--- src/rtl/smss_pkg.sv ---
// Package for the shutter motor stall-stop core: field widths, codes,
// state machine encoding and register indexes. No dependencies.
`timescale 1ns / 1ps

package smss_pkg;

    localparam int TIME_BITS   = 32;
    localparam int SUM_W       = 14;
    localparam int RATIO_W     = 10;
    localparam int HOLD_W      = 16;
    localparam int LEARN_W     = 4;
    localparam int WEIGHT_W    = 16;
    localparam int POS_W       = 7;
    localparam int BASE_W      = 24;
    localparam int CFG_IDX_W   = 3;
    localparam int CFG_DATA_W  = 16;

    // Learning mean divider: numerator baseline*(n-1) + delta<<10 + n/2.
    localparam int DIV_NUM_W   = 29;
    localparam int DIV_DEN_W   = 4;
    localparam int DIV_CNT_W   = 5;

    localparam int MUL_A_W     = 24;
    localparam int MUL_B_W     = 17;
    localparam int MUL_P_W     = MUL_A_W + MUL_B_W;

    localparam logic [POS_W-1:0] FULL_POS = POS_W'(100);

    localparam logic [CFG_IDX_W-1:0] CFG_ZERO_OFFSET   = 3'd0;
    localparam logic [CFG_IDX_W-1:0] CFG_RUN_THRESHOLD = 3'd1;
    localparam logic [CFG_IDX_W-1:0] CFG_STALL_RATIO   = 3'd2;
    localparam logic [CFG_IDX_W-1:0] CFG_HOLD_TIME     = 3'd3;
    localparam logic [CFG_IDX_W-1:0] CFG_LEARN_COUNT   = 3'd4;
    localparam logic [CFG_IDX_W-1:0] CFG_TRACK_WEIGHT  = 3'd5;

    localparam logic [2:0] MODE_SAMPLE = 3'd0;
    localparam logic [2:0] MODE_UP     = 3'd1;
    localparam logic [2:0] MODE_DOWN   = 3'd2;
    localparam logic [2:0] MODE_STOP   = 3'd3;
    localparam logic [2:0] MODE_HOME   = 3'd4;

    typedef enum logic [1:0] {
        MOT_IDLE = 2'd0,
        MOT_UP   = 2'd1,
        MOT_DOWN = 2'd2
    } motion_t;

    typedef enum logic [3:0] {
        ST_IDLE,
        ST_DECODE,
        ST_LEARN_MUL,
        ST_LEARN_ADD,
        ST_DIV_WAIT,
        ST_RATIO1,
        ST_CMP1,
        ST_TRACK_A,
        ST_TRACK_B,
        ST_TRACK_SUM,
        ST_RATIO2,
        ST_CMP2,
        ST_TIMER,
        ST_EMIT
    } seq_state_t;

    typedef struct packed {
        logic busy;
        logic done;
    } div_status_t;

endpackage

--- src/rtl/shutter_motor_stall_stop_core.sv ---
// Top level of the shutter motor stall-stop core: request handshake, config
// registers, motion state and the multiply sequencer. Depends on smss_pkg
// and smss_div.
`timescale 1ns / 1ps

// Usage
//   Input channel s_*: one request per item. s_tuser carries the mode
//   (sample, up, down, stop, home); s_tdata carries sample_sum, time_ms and
//   home_position. Result channel m_*: exactly one result per request,
//   showing motion, relays, position and the end/reject flags.
//   Config port: write cfg_wdata into register cfg_index while cfg_we is
//   high; only while the block is idle. Unknown indexes are ignored.
// Sequencing
//   One request is processed at a time; s_tready is high only when the
//   sequencer is idle and out of reset. Commands and samples that stop early
//   (motor idle, current at or below threshold) pass ST_DECODE, ST_EMIT.
//   A stall check runs ST_RATIO1, ST_CMP1 (tracking: ST_TRACK_A, ST_TRACK_B,
//   ST_TRACK_SUM, ST_RATIO2, ST_CMP2), then ST_TIMER if over. Learning waits
//   in ST_DIV_WAIT on the serial divider, one quotient bit at a time. All
//   products share one 24x17 multiplier with a registered output.
// Reset and stall
//   aresetn (synchronous, active low) sets the motor idle, position 0 and
//   unknown, clears baseline and timer and loads the config defaults.
//   A finished result waits in the output register while m_tready is low;
//   the sequencer still takes the next request and holds its result until
//   the output register frees up.
module shutter_motor_stall_stop_core (
    input  logic                              aclk,
    input  logic                              aresetn,
    // input request channel
    input  logic                              s_tvalid,
    output logic                              s_tready,
    input  logic [55:0]                       s_tdata,  // sample_sum, time_ms, home_position
    input  logic [2:0]                        s_tuser,  // mode
    // result channel
    output logic                              m_tvalid,
    input  logic                              m_tready,
    output logic [15:0]                       m_tdata,  // motion, relay_enable, relay_up,
                                                        // travel_position, travel_known,
                                                        // end_reached, home_rejected
    // configuration write port
    input  logic                              cfg_we,
    input  logic [smss_pkg::CFG_IDX_W-1:0]    cfg_index,
    input  logic [smss_pkg::CFG_DATA_W-1:0]   cfg_wdata
);
    import smss_pkg::*;

    // configuration registers
    logic [SUM_W-1:0]    zero_offset_reg;
    logic [SUM_W-1:0]    run_threshold_reg;
    logic [RATIO_W-1:0]  stall_ratio_reg;
    logic [HOLD_W-1:0]   hold_time_reg;
    logic [LEARN_W-1:0]  learn_count_reg;
    logic [WEIGHT_W-1:0] track_weight_reg;

    // control and block state
    seq_state_t          state_reg, state_next;
    motion_t             motion_reg, motion_next;
    logic [POS_W-1:0]    place_reg, place_next;
    logic                known_reg, known_next;
    logic [BASE_W-1:0]   baseline_reg, baseline_next;
    logic [LEARN_W-1:0]  learned_reg, learned_next;
    logic                timing_reg, timing_next;
    logic [TIME_BITS-1:0] since_reg, since_next;
    logic                ended_reg, ended_next;
    logic                rejected_reg, rejected_next;
    logic                m_valid_reg, m_valid_next;

    // payload registers
    logic [2:0]          mode_reg;
    logic [SUM_W-1:0]    sum_reg;
    logic [TIME_BITS-1:0] time_reg;
    logic [POS_W-1:0]    home_reg;
    logic [SUM_W-1:0]    delta_reg, delta_next;
    logic [MUL_P_W-1:0]  prod_reg;
    logic [MUL_P_W-1:0]  acc_reg, acc_next;
    logic [15:0]         m_data_reg, m_data_next;

    // shared multiplier operands
    logic [MUL_A_W-1:0]  mul_a;
    logic [MUL_B_W-1:0]  mul_b;
    logic [MUL_P_W-1:0]  mul_p;

    // divider
    logic                div_start;
    logic [DIV_NUM_W-1:0] div_numer;
    logic [DIV_NUM_W-1:0] div_quot;
    div_status_t         div_stat;

    // helpers
    logic                in_accept;
    logic [SUM_W:0]      delta_full;
    logic                below_run;
    logic [LEARN_W-1:0]  n_cur;
    logic [BASE_W-1:0]   d10;
    logic [33:0]         delta_q22;
    logic                over;
    logic [TIME_BITS-1:0] elapsed;
    logic [MUL_P_W:0]    track_sum;
    logic                out_free;

    assign in_accept  = s_tvalid && s_tready;
    assign s_tready   = aresetn && (state_reg == ST_IDLE);
    assign out_free   = !m_valid_reg || m_tready;

    assign delta_full = {1'b0, sum_reg} - {1'b0, zero_offset_reg};
    assign below_run  = delta_full[SUM_W] || (delta_full[SUM_W-1:0] <= run_threshold_reg);
    assign n_cur      = learned_reg + 1'b1;
    assign d10        = {delta_reg, 10'b0};
    assign delta_q22  = {2'b0, delta_reg, 18'b0};
    assign over       = delta_q22 > prod_reg[33:0];
    assign elapsed    = time_reg - since_reg;
    assign track_sum  = {1'b0, acc_reg} + {1'b0, prod_reg} + (MUL_P_W + 1)'(32768);

    // learning numerator: baseline*(n-1) + delta<<10 + n/2
    assign div_numer  = {1'b0, prod_reg[27:0]} + {5'b0, d10}
                      + {{(DIV_NUM_W-3){1'b0}}, n_cur[LEARN_W-1:1]};
    assign div_start  = (state_reg == ST_LEARN_ADD);

    // operand select for the shared multiplier
    always_comb begin
        mul_a = baseline_reg;
        mul_b = {{(MUL_B_W-RATIO_W){1'b0}}, stall_ratio_reg};
        case (state_reg)
            ST_LEARN_MUL: mul_b = {{(MUL_B_W-LEARN_W){1'b0}}, learned_reg};
            ST_TRACK_A:   mul_b = MUL_B_W'(17'h10000) - {1'b0, track_weight_reg};
            ST_TRACK_B: begin
                mul_a = d10;
                mul_b = {1'b0, track_weight_reg};
            end
            default: ;
        endcase
    end

    assign mul_p = {{MUL_B_W{1'b0}}, mul_a} * {{MUL_A_W{1'b0}}, mul_b};

    smss_div u_div (
        .aclk     (aclk),
        .aresetn  (aresetn),
        .start    (div_start),
        .numer    (div_numer),
        .denom    (n_cur),
        .quotient (div_quot),
        .status   (div_stat)
    );

    // sequencer: next state and block state updates
    always_comb begin
        state_next    = state_reg;
        motion_next   = motion_reg;
        place_next    = place_reg;
        known_next    = known_reg;
        baseline_next = baseline_reg;
        learned_next  = learned_reg;
        timing_next   = timing_reg;
        since_next    = since_reg;
        ended_next    = ended_reg;
        rejected_next = rejected_reg;
        delta_next    = delta_reg;
        acc_next      = acc_reg;
        m_valid_next  = m_valid_reg;
        m_data_next   = m_data_reg;

        // drop the pending result once taken
        if (m_valid_reg && m_tready) begin
            m_valid_next = 1'b0;
        end

        unique case (state_reg)
            ST_IDLE: begin
                if (in_accept) begin
                    ended_next    = 1'b0;
                    rejected_next = 1'b0;
                    state_next    = ST_DECODE;
                end
            end
            ST_DECODE: begin
                state_next = ST_EMIT;
                unique case (mode_reg) inside
                    MODE_SAMPLE: begin
                        delta_next = delta_full[SUM_W-1:0];
                        if (motion_reg == MOT_IDLE) begin
                            baseline_next = '0;
                            learned_next  = '0;
                            timing_next   = 1'b0;
                            since_next    = '0;
                        end else if (below_run) begin
                            timing_next = 1'b0;
                            since_next  = '0;
                        end else if (learned_reg < learn_count_reg) begin
                            state_next = ST_LEARN_MUL;
                        end else begin
                            state_next = ST_RATIO1;
                        end
                    end
                    MODE_UP, MODE_DOWN: begin
                        if (motion_reg != ((mode_reg == MODE_UP) ? MOT_UP : MOT_DOWN)) begin
                            motion_next   = (mode_reg == MODE_UP) ? MOT_UP : MOT_DOWN;
                            timing_next   = 1'b0;
                            since_next    = '0;
                            baseline_next = '0;
                            learned_next  = '0;
                        end
                    end
                    MODE_STOP: begin
                        motion_next = MOT_IDLE;
                        timing_next = 1'b0;
                        since_next  = '0;
                    end
                    MODE_HOME: begin
                        if (home_reg > FULL_POS) begin
                            rejected_next = 1'b1;
                        end else begin
                            place_next = home_reg;
                            known_next = 1'b1;
                        end
                    end
                    default: ;
                endcase
            end
            ST_LEARN_MUL: state_next = ST_LEARN_ADD;
            ST_LEARN_ADD: state_next = ST_DIV_WAIT;
            ST_DIV_WAIT: begin
                if (div_stat.done) begin
                    baseline_next = div_quot[BASE_W-1:0];
                    learned_next  = n_cur;
                    state_next    = ST_EMIT;
                end
            end
            ST_RATIO1: state_next = ST_CMP1;
            ST_CMP1: begin
                state_next = over ? ST_TIMER : ST_TRACK_A;
            end
            ST_TRACK_A: state_next = ST_TRACK_B;
            ST_TRACK_B: begin
                acc_next   = prod_reg;
                state_next = ST_TRACK_SUM;
            end
            ST_TRACK_SUM: begin
                baseline_next = track_sum[39:16];
                state_next    = ST_RATIO2;
            end
            ST_RATIO2: state_next = ST_CMP2;
            ST_CMP2: begin
                if (over) begin
                    state_next = ST_TIMER;
                end else begin
                    timing_next = 1'b0;
                    since_next  = '0;
                    state_next  = ST_EMIT;
                end
            end
            ST_TIMER: begin
                state_next = ST_EMIT;
                if (!timing_reg) begin
                    timing_next = 1'b1;
                    since_next  = time_reg;
                end else if (elapsed >= {{(TIME_BITS-HOLD_W){1'b0}}, hold_time_reg}) begin
                    // end of travel: stop and mark the position
                    place_next  = (motion_reg == MOT_UP) ? FULL_POS : '0;
                    known_next  = 1'b1;
                    motion_next = MOT_IDLE;
                    timing_next = 1'b0;
                    since_next  = '0;
                    ended_next  = 1'b1;
                end
            end
            ST_EMIT: begin
                // hold until the output register frees up
                if (out_free) begin
                    m_valid_next = 1'b1;
                    m_data_next  = {2'b0, rejected_reg, ended_reg, known_reg, place_reg,
                                    (motion_reg == MOT_UP), (motion_reg != MOT_IDLE),
                                    motion_reg};
                    state_next   = ST_IDLE;
                end
            end
            default: state_next = ST_IDLE;
        endcase
    end

    always_ff @(posedge aclk) begin
        if (!aresetn) begin
            state_reg    <= ST_IDLE;
            motion_reg   <= MOT_IDLE;
            place_reg    <= '0;
            known_reg    <= 1'b0;
            baseline_reg <= '0;
            learned_reg  <= '0;
            timing_reg   <= 1'b0;
            since_reg    <= '0;
            ended_reg    <= 1'b0;
            rejected_reg <= 1'b0;
            m_valid_reg  <= 1'b0;
        end else begin
            state_reg    <= state_next;
            motion_reg   <= motion_next;
            place_reg    <= place_next;
            known_reg    <= known_next;
            baseline_reg <= baseline_next;
            learned_reg  <= learned_next;
            timing_reg   <= timing_next;
            since_reg    <= since_next;
            ended_reg    <= ended_next;
            rejected_reg <= rejected_next;
            m_valid_reg  <= m_valid_next;
        end
    end

    // configuration writes
    always_ff @(posedge aclk) begin
        if (!aresetn) begin
            zero_offset_reg   <= SUM_W'(0);
            run_threshold_reg <= SUM_W'(480);
            stall_ratio_reg   <= RATIO_W'(410);
            hold_time_reg     <= HOLD_W'(400);
            learn_count_reg   <= LEARN_W'(8);
            track_weight_reg  <= WEIGHT_W'(3277);
        end else if (cfg_we) begin
            unique case (cfg_index)
                CFG_ZERO_OFFSET:   zero_offset_reg   <= cfg_wdata[SUM_W-1:0];
                CFG_RUN_THRESHOLD: run_threshold_reg <= cfg_wdata[SUM_W-1:0];
                CFG_STALL_RATIO:   stall_ratio_reg   <= cfg_wdata[RATIO_W-1:0];
                CFG_HOLD_TIME:     hold_time_reg     <= cfg_wdata[HOLD_W-1:0];
                CFG_LEARN_COUNT:   learn_count_reg   <= cfg_wdata[LEARN_W-1:0];
                CFG_TRACK_WEIGHT:  track_weight_reg  <= cfg_wdata[WEIGHT_W-1:0];
                default: ;
            endcase
        end
    end

    // payload: capture the request, register the product
    always_ff @(posedge aclk) begin
        if (in_accept) begin
            mode_reg <= s_tuser;
            sum_reg  <= s_tdata[13:0];
            time_reg <= s_tdata[45:14];
            home_reg <= s_tdata[52:46];
        end
        prod_reg   <= mul_p;
        acc_reg    <= acc_next;
        delta_reg  <= delta_next;
        m_data_reg <= m_data_next;
    end

    assign m_tvalid = m_valid_reg;
    assign m_tdata  = m_data_reg;

endmodule

--- src/rtl/smss_div.sv ---
// Restoring divider for the learning mean, one quotient bit per cycle.
// Depends on smss_pkg.
`timescale 1ns / 1ps

module smss_div (
    input  logic                          aclk,
    input  logic                          aresetn,
    input  logic                          start,
    input  logic [smss_pkg::DIV_NUM_W-1:0] numer,
    input  logic [smss_pkg::DIV_DEN_W-1:0] denom,
    output logic [smss_pkg::DIV_NUM_W-1:0] quotient,
    output smss_pkg::div_status_t         status
);
    import smss_pkg::*;

    logic                 busy_reg, busy_next;
    logic                 done_reg, done_next;
    logic [DIV_CNT_W-1:0] cnt_reg, cnt_next;
    logic [DIV_NUM_W-1:0] quo_reg, quo_next;
    logic [DIV_DEN_W-1:0] rem_reg, rem_next;
    logic [DIV_DEN_W-1:0] den_reg, den_next;
    logic [DIV_DEN_W:0]   shifted;
    logic [DIV_DEN_W:0]   trial;

    always_comb begin
        busy_next = busy_reg;
        done_next = 1'b0;
        cnt_next  = cnt_reg;
        quo_next  = quo_reg;
        rem_next  = rem_reg;
        den_next  = den_reg;
        shifted   = {rem_reg, quo_reg[DIV_NUM_W-1]};
        trial     = shifted - {1'b0, den_reg};
        if (start) begin
            busy_next = 1'b1;
            cnt_next  = '0;
            quo_next  = numer;
            rem_next  = '0;
            den_next  = denom;
        end else if (busy_reg) begin
            // shift in the next numerator bit, subtract when it fits
            if (!trial[DIV_DEN_W]) begin
                rem_next = trial[DIV_DEN_W-1:0];
                quo_next = {quo_reg[DIV_NUM_W-2:0], 1'b1};
            end else begin
                rem_next = shifted[DIV_DEN_W-1:0];
                quo_next = {quo_reg[DIV_NUM_W-2:0], 1'b0};
            end
            cnt_next = cnt_reg + 1'b1;
            if (cnt_reg == DIV_CNT_W'(DIV_NUM_W - 1)) begin
                busy_next = 1'b0;
                done_next = 1'b1;
            end
        end
    end

    always_ff @(posedge aclk) begin
        if (!aresetn) begin
            busy_reg <= 1'b0;
            done_reg <= 1'b0;
            cnt_reg  <= '0;
        end else begin
            busy_reg <= busy_next;
            done_reg <= done_next;
            cnt_reg  <= cnt_next;
        end
    end

    always_ff @(posedge aclk) begin
        quo_reg <= quo_next;
        rem_reg <= rem_next;
        den_reg <= den_next;
    end

    assign quotient    = quo_reg;
    assign status.busy = busy_reg;
    assign status.done = done_reg;

endmodule
--- config.mk ---
export PLATFORM = sky130hd
export DESIGN_NAME = shutter_motor_stall_stop_core
export DESIGN_NICKNAME = d
export VERILOG_FILES = /design/src/rtl/smss_pkg.sv /design/src/rtl/shutter_motor_stall_stop_core.sv /design/src/rtl/smss_div.sv
export SDC_FILE = /design/constraint.sdc
export NUM_CORES = 2
export LEC_CHECK = 0
export ABC_AREA = 1
export BUFFER_PORTS_ARGS = -buffer_cell sky130_fd_sc_hd__buf_2
export CAP_MARGIN = 20
export CORE_UTILIZATION = 60
export CTS_CLUSTER_SIZE = 25
export DETAILED_ROUTE_END_ITERATION = 6
export PLACE_DENSITY_LB_ADDON = 0.3
export SLEW_MARGIN = 5
export SYNTH_ARGS = -nofsm -noshare
export SYNTH_HDL_FRONTEND = slang
export SYNTH_HIERARCHICAL = 1
export SYNTH_SLANG_ARGS = --single-unit
--- constraint.sdc ---
create_clock -name aclk -period 20.9 [get_ports aclk]
set_clock_uncertainty 0.15 [all_clocks]
set_input_delay 4.18 -clock aclk [delete_from_list [all_inputs] [get_ports aclk]]
set_output_delay 4.18 -clock aclk [all_outputs]
set_load 0.03 [all_outputs]
== Word level (Yosys, flattened, before mapping) ==
Cells that the tools add are included.

* Add/sub/neg operators: 10
* Multiply operators: 1
* $lt $le $gt $ge: 5
* Eq/ne operators: 41
* Mux-type cells: 71
* Bitwise logic cells: 2
* Reduce and logical (&&, ||, !) cells: 38

{| class="wikitable"
|+ Operators by type and width
! cell !! number
|-
| $mux W32 || 6
|-
| $pmux W32 S3 || 2
|-
| $mux W24 || 4
|-
| $pmux W24 S3 || 1
|-
| $mux W29 || 2
|-
| $pmux W4 S14 || 1
|-
| $pmux W17 S3 || 1
|-
| $pmux W24 S2 || 1
|-
| $mux W4 || 11
|-
| $add A40 B16 Y40 const B || 1
|-
| $add A40 B40 Y40 || 1
|-
| $mul A24 B17 Y40 || 1
|-
| $mux W7 || 5
|-
| $gt A32 B34 Y1 || 1
|-
| $ge A32 B16 Y1 || 1
|-
| $sub A32 B32 Y32 || 1
|-
| $add A28 B24 Y29 || 1
|-
| $add A29 B3 Y29 || 1
|-
| $reduce_and A5 Y1 || 5
|-
| $eq A4 B4 Y1 const B || 6
|-
| $mux W1 || 22
|-
| $sub A17 B16 Y17 const A || 1
|-
| $eq A4 B3 Y1 const B || 4
|-
| $ne A2 B2 Y1 const B || 8
|-
| 42 further kinds || 80
|}

* Register bits: 360
* Logic and storage cells: 199

== Depth between registers and ports, before layout ==
* Word-level depth: 7
* Depth in mapped cells: 40

== Modules after synthesis ==
Netlist, hierarchy kept.

{| class="wikitable"
|+ Modules (own cells, without submodules)
! module !! times used !! cells each !! area each (µm²)
|-
| shutter_motor_stall_stop_core || 1 || 4150 || 32052.0
|-
| smss_div || 1 || 217 || 2035.7
|}

== Worst setup path after synthesis ==
No wires, ideal clock.

* Kind: input to output
* Start: input aresetn
* End: output s_tready
* Arrival time: 4.982 ns
* Setup slack: 11.588 ns
* Stages: 3
* Buffers on the path: 1
* Path through: clkbuf_1 inv_2 nor2_1

* Longest elaborated chain between the ends: 1

{| class="wikitable"
|+ RTL lines
! item !! line !! text
|-
| from (decl) || shutter_motor_stall_stop_core.sv:29 || <nowiki>input logic aresetn,</nowiki>
|-
| $logic_and A1 B1 Y1 || shutter_motor_stall_stop_core.sv:103 || <nowiki>assign s_tready = aresetn && (state_reg == ST_IDLE);</nowiki>
|-
| to (decl) || shutter_motor_stall_stop_core.sv:32 || <nowiki>output logic s_tready,</nowiki>
|}

Every way passes these cells.

== Worst setup path after layout ==
Same ends and word-level chain as after synthesis.

==> results.tsv <==
metric	value	unit
CP arrival	5.51	ns
initial core utilization	0.613	
final setup vio count	0	
Switch Pwr	3.17	mW
GP Congestion	0.993	
vias in the first global route	28300	
Tmin final	9.84	ns
Sw Share	0.539	
first-pass GRT wire length	145000	µm
row cnt	86	
Via-to-Cell Ratio	5.53	
CTS root buf	clkbuf_16	
DRC Markers	0	
Nets	5143	
Hold Crit Class	flip-flop to flip-flop	
routed wire length	90300	µm
global route overflow	0	
antenna viol nets, final	0	
P_int	2.72	mW
worst-case clock buffer depth	3	
P_leak	17.9	nW
CTS H-tree depth	2	
postcts setup bufs	0	
synthesized area per cell	7.81	µm²
Layout area overhead	7.30	%
Hold WS	0.284	ns
largest net degree at the start of global routing	86	
Core ar.	55600	µm²
die footprint	57800	µm²
cell area power density	161	nW/µm²
CTS tree	yes	
vias	28800	
Mapped Cells	4366	
Die W	240	µm
post-DR wirelength/cell	17.4	µm
# diodes	0	
clk_lat worst skew	0.60	ns
Hold Fails Final Rpt	0	
initial antenna violation count	0	
1st-pass router iterations	6	
max-cap viol count	0	
worst-margin pin slew	1.04	ns
Worst-path clk slew	0.06	ns
total CTS buffers	40	
PostCTS Resize Cnt	0	
global-route usage over all layers	0.323	
WP data required	16.57	ns
number of buffers inserted by hold repair at cts	0	
Crit. End Element	output pin	
CP startpoint kind	primary input	
clock share of power	0.119	
fraction of layout cells with a size suffix above 1	0.0583	
Synth Warn #	6	
Port Buf Inserts	95	
Slew headroom	0.298	
Starting DRT DRC Count	2100	
run status	finished, final reports clean	
Clock Sink Count	360	
CP Class	primary input to output pin	
RSZ-0062 raised after global routing	false	
DIE HEIGHT	240	µm
setup TNS	0	ns
HPWL after DPL	70300	µm
critical path peak fanout	45	
Max IR drop VDD	0.284	mV
Reg power frac	0.177	
Slew Viols, Final	0	
IO Count	101	
Post-Syn Area	34100	µm²
combinational cell fraction of total power	0.704	
Final period util	0.471	
fmax	102	MHz
[path summary, 6_finish.rpt]
| path | from | endpoint | slack, ns | cells after the start |
|---|---|---|---|---|
| max reg2reg | state_reg[0]$_SDFFE_PN0P_ | prod_reg[35]$_DFF_P_ | 11.40 | 30 |
| max | aresetn | s_tready | 11.06 | 4 |
| min reg2reg | ended_reg$_SDFFE_PN0P_ | m_tdata[12]$_DFFE_PP_ | 0.28 | 0 |
| min | ended_reg$_SDFFE_PN0P_ | m_tdata[12]$_DFFE_PP_ | 0.28 | 0 |
[final cells by class]
class | count | area [µm²]
clock buffer | 52 | 1090
clock inverter | 22 | 226
fill | 4866 | 19100
inverter | 892 | 3350
multi-input combinational | 3008 | 21500
sequential | 360 | 8780
tap | 748 | 936
timing repair buffer | 123 | 692
[per-stage QoR]
| step | cells | setup slack [ns] | area, µm² | util | total power [mW] |
|---|---|---|---|---|---|
| after detailed placement | 5128 | 11.03 | 35200 | 0.633 | 5.18 |
| after global routing | 5205 | 10.75 | 36600 | 0.657 | 6.49 |
| after CTS | 5202 | 11.04 | 36500 | 0.657 | 5.90 |
| after floorplan | 4367 | 11.59 | 34100 | - | 3.99 |
| final | 5205 | 11.06 | 36600 | 0.657 | 5.89 |
| after global placement | 5128 | 11.04 | 35200 | 0.633 | 5.10 |
[cells in the final DEF, fill, tap and decap left out, types with 19 or more instances in the layout]
cell type	instances
xor2_1	65
nand4_1	19
dfxtp_1	203
nand2_1	996
nand3_1	116
nor2_1	388
buf_2	94
o211ai_1	21
nor3_1	28
ha_1	303
o21ai_0	177
inv_1	874
buf_4	28
o21ai_1	24
a31oi_1	26
or2_2	19
xnor2_1	32
edfxtp_1	157
clkbuf_16	41
a21oi_1	311
fa_1	332
[layer usage]
metal | track usage | vias up | wire length (µm)
met5 | 0.00779 | - | 57
met4 | 0.144 | 2 | 4320
met3 | 0.0510 | 258 | 6940
met2 | 0.533 | 1057 | 41600
met1 | 0.417 | 13700 | 37400
li1 | - | 13800 | -
[worst max-delay path, cell delays in order]
cell and delay, ns:
buf_4 0.21, inv_2 0.71, nor2_1 0.16, buf_2 0.23
[power groups by stage]
stage	clock (mW)	sequential [mW]	combinational, mW
final	0.700	1.04	4.15
after global routing	0.736	1.05	4.71
after CTS	0.710	1.03	4.15
after detailed placement	0	1.05	4.13
after global placement	0	1.04	4.05
after floorplan	0	0.970	3.02
(Power assumes the default switching activity.)
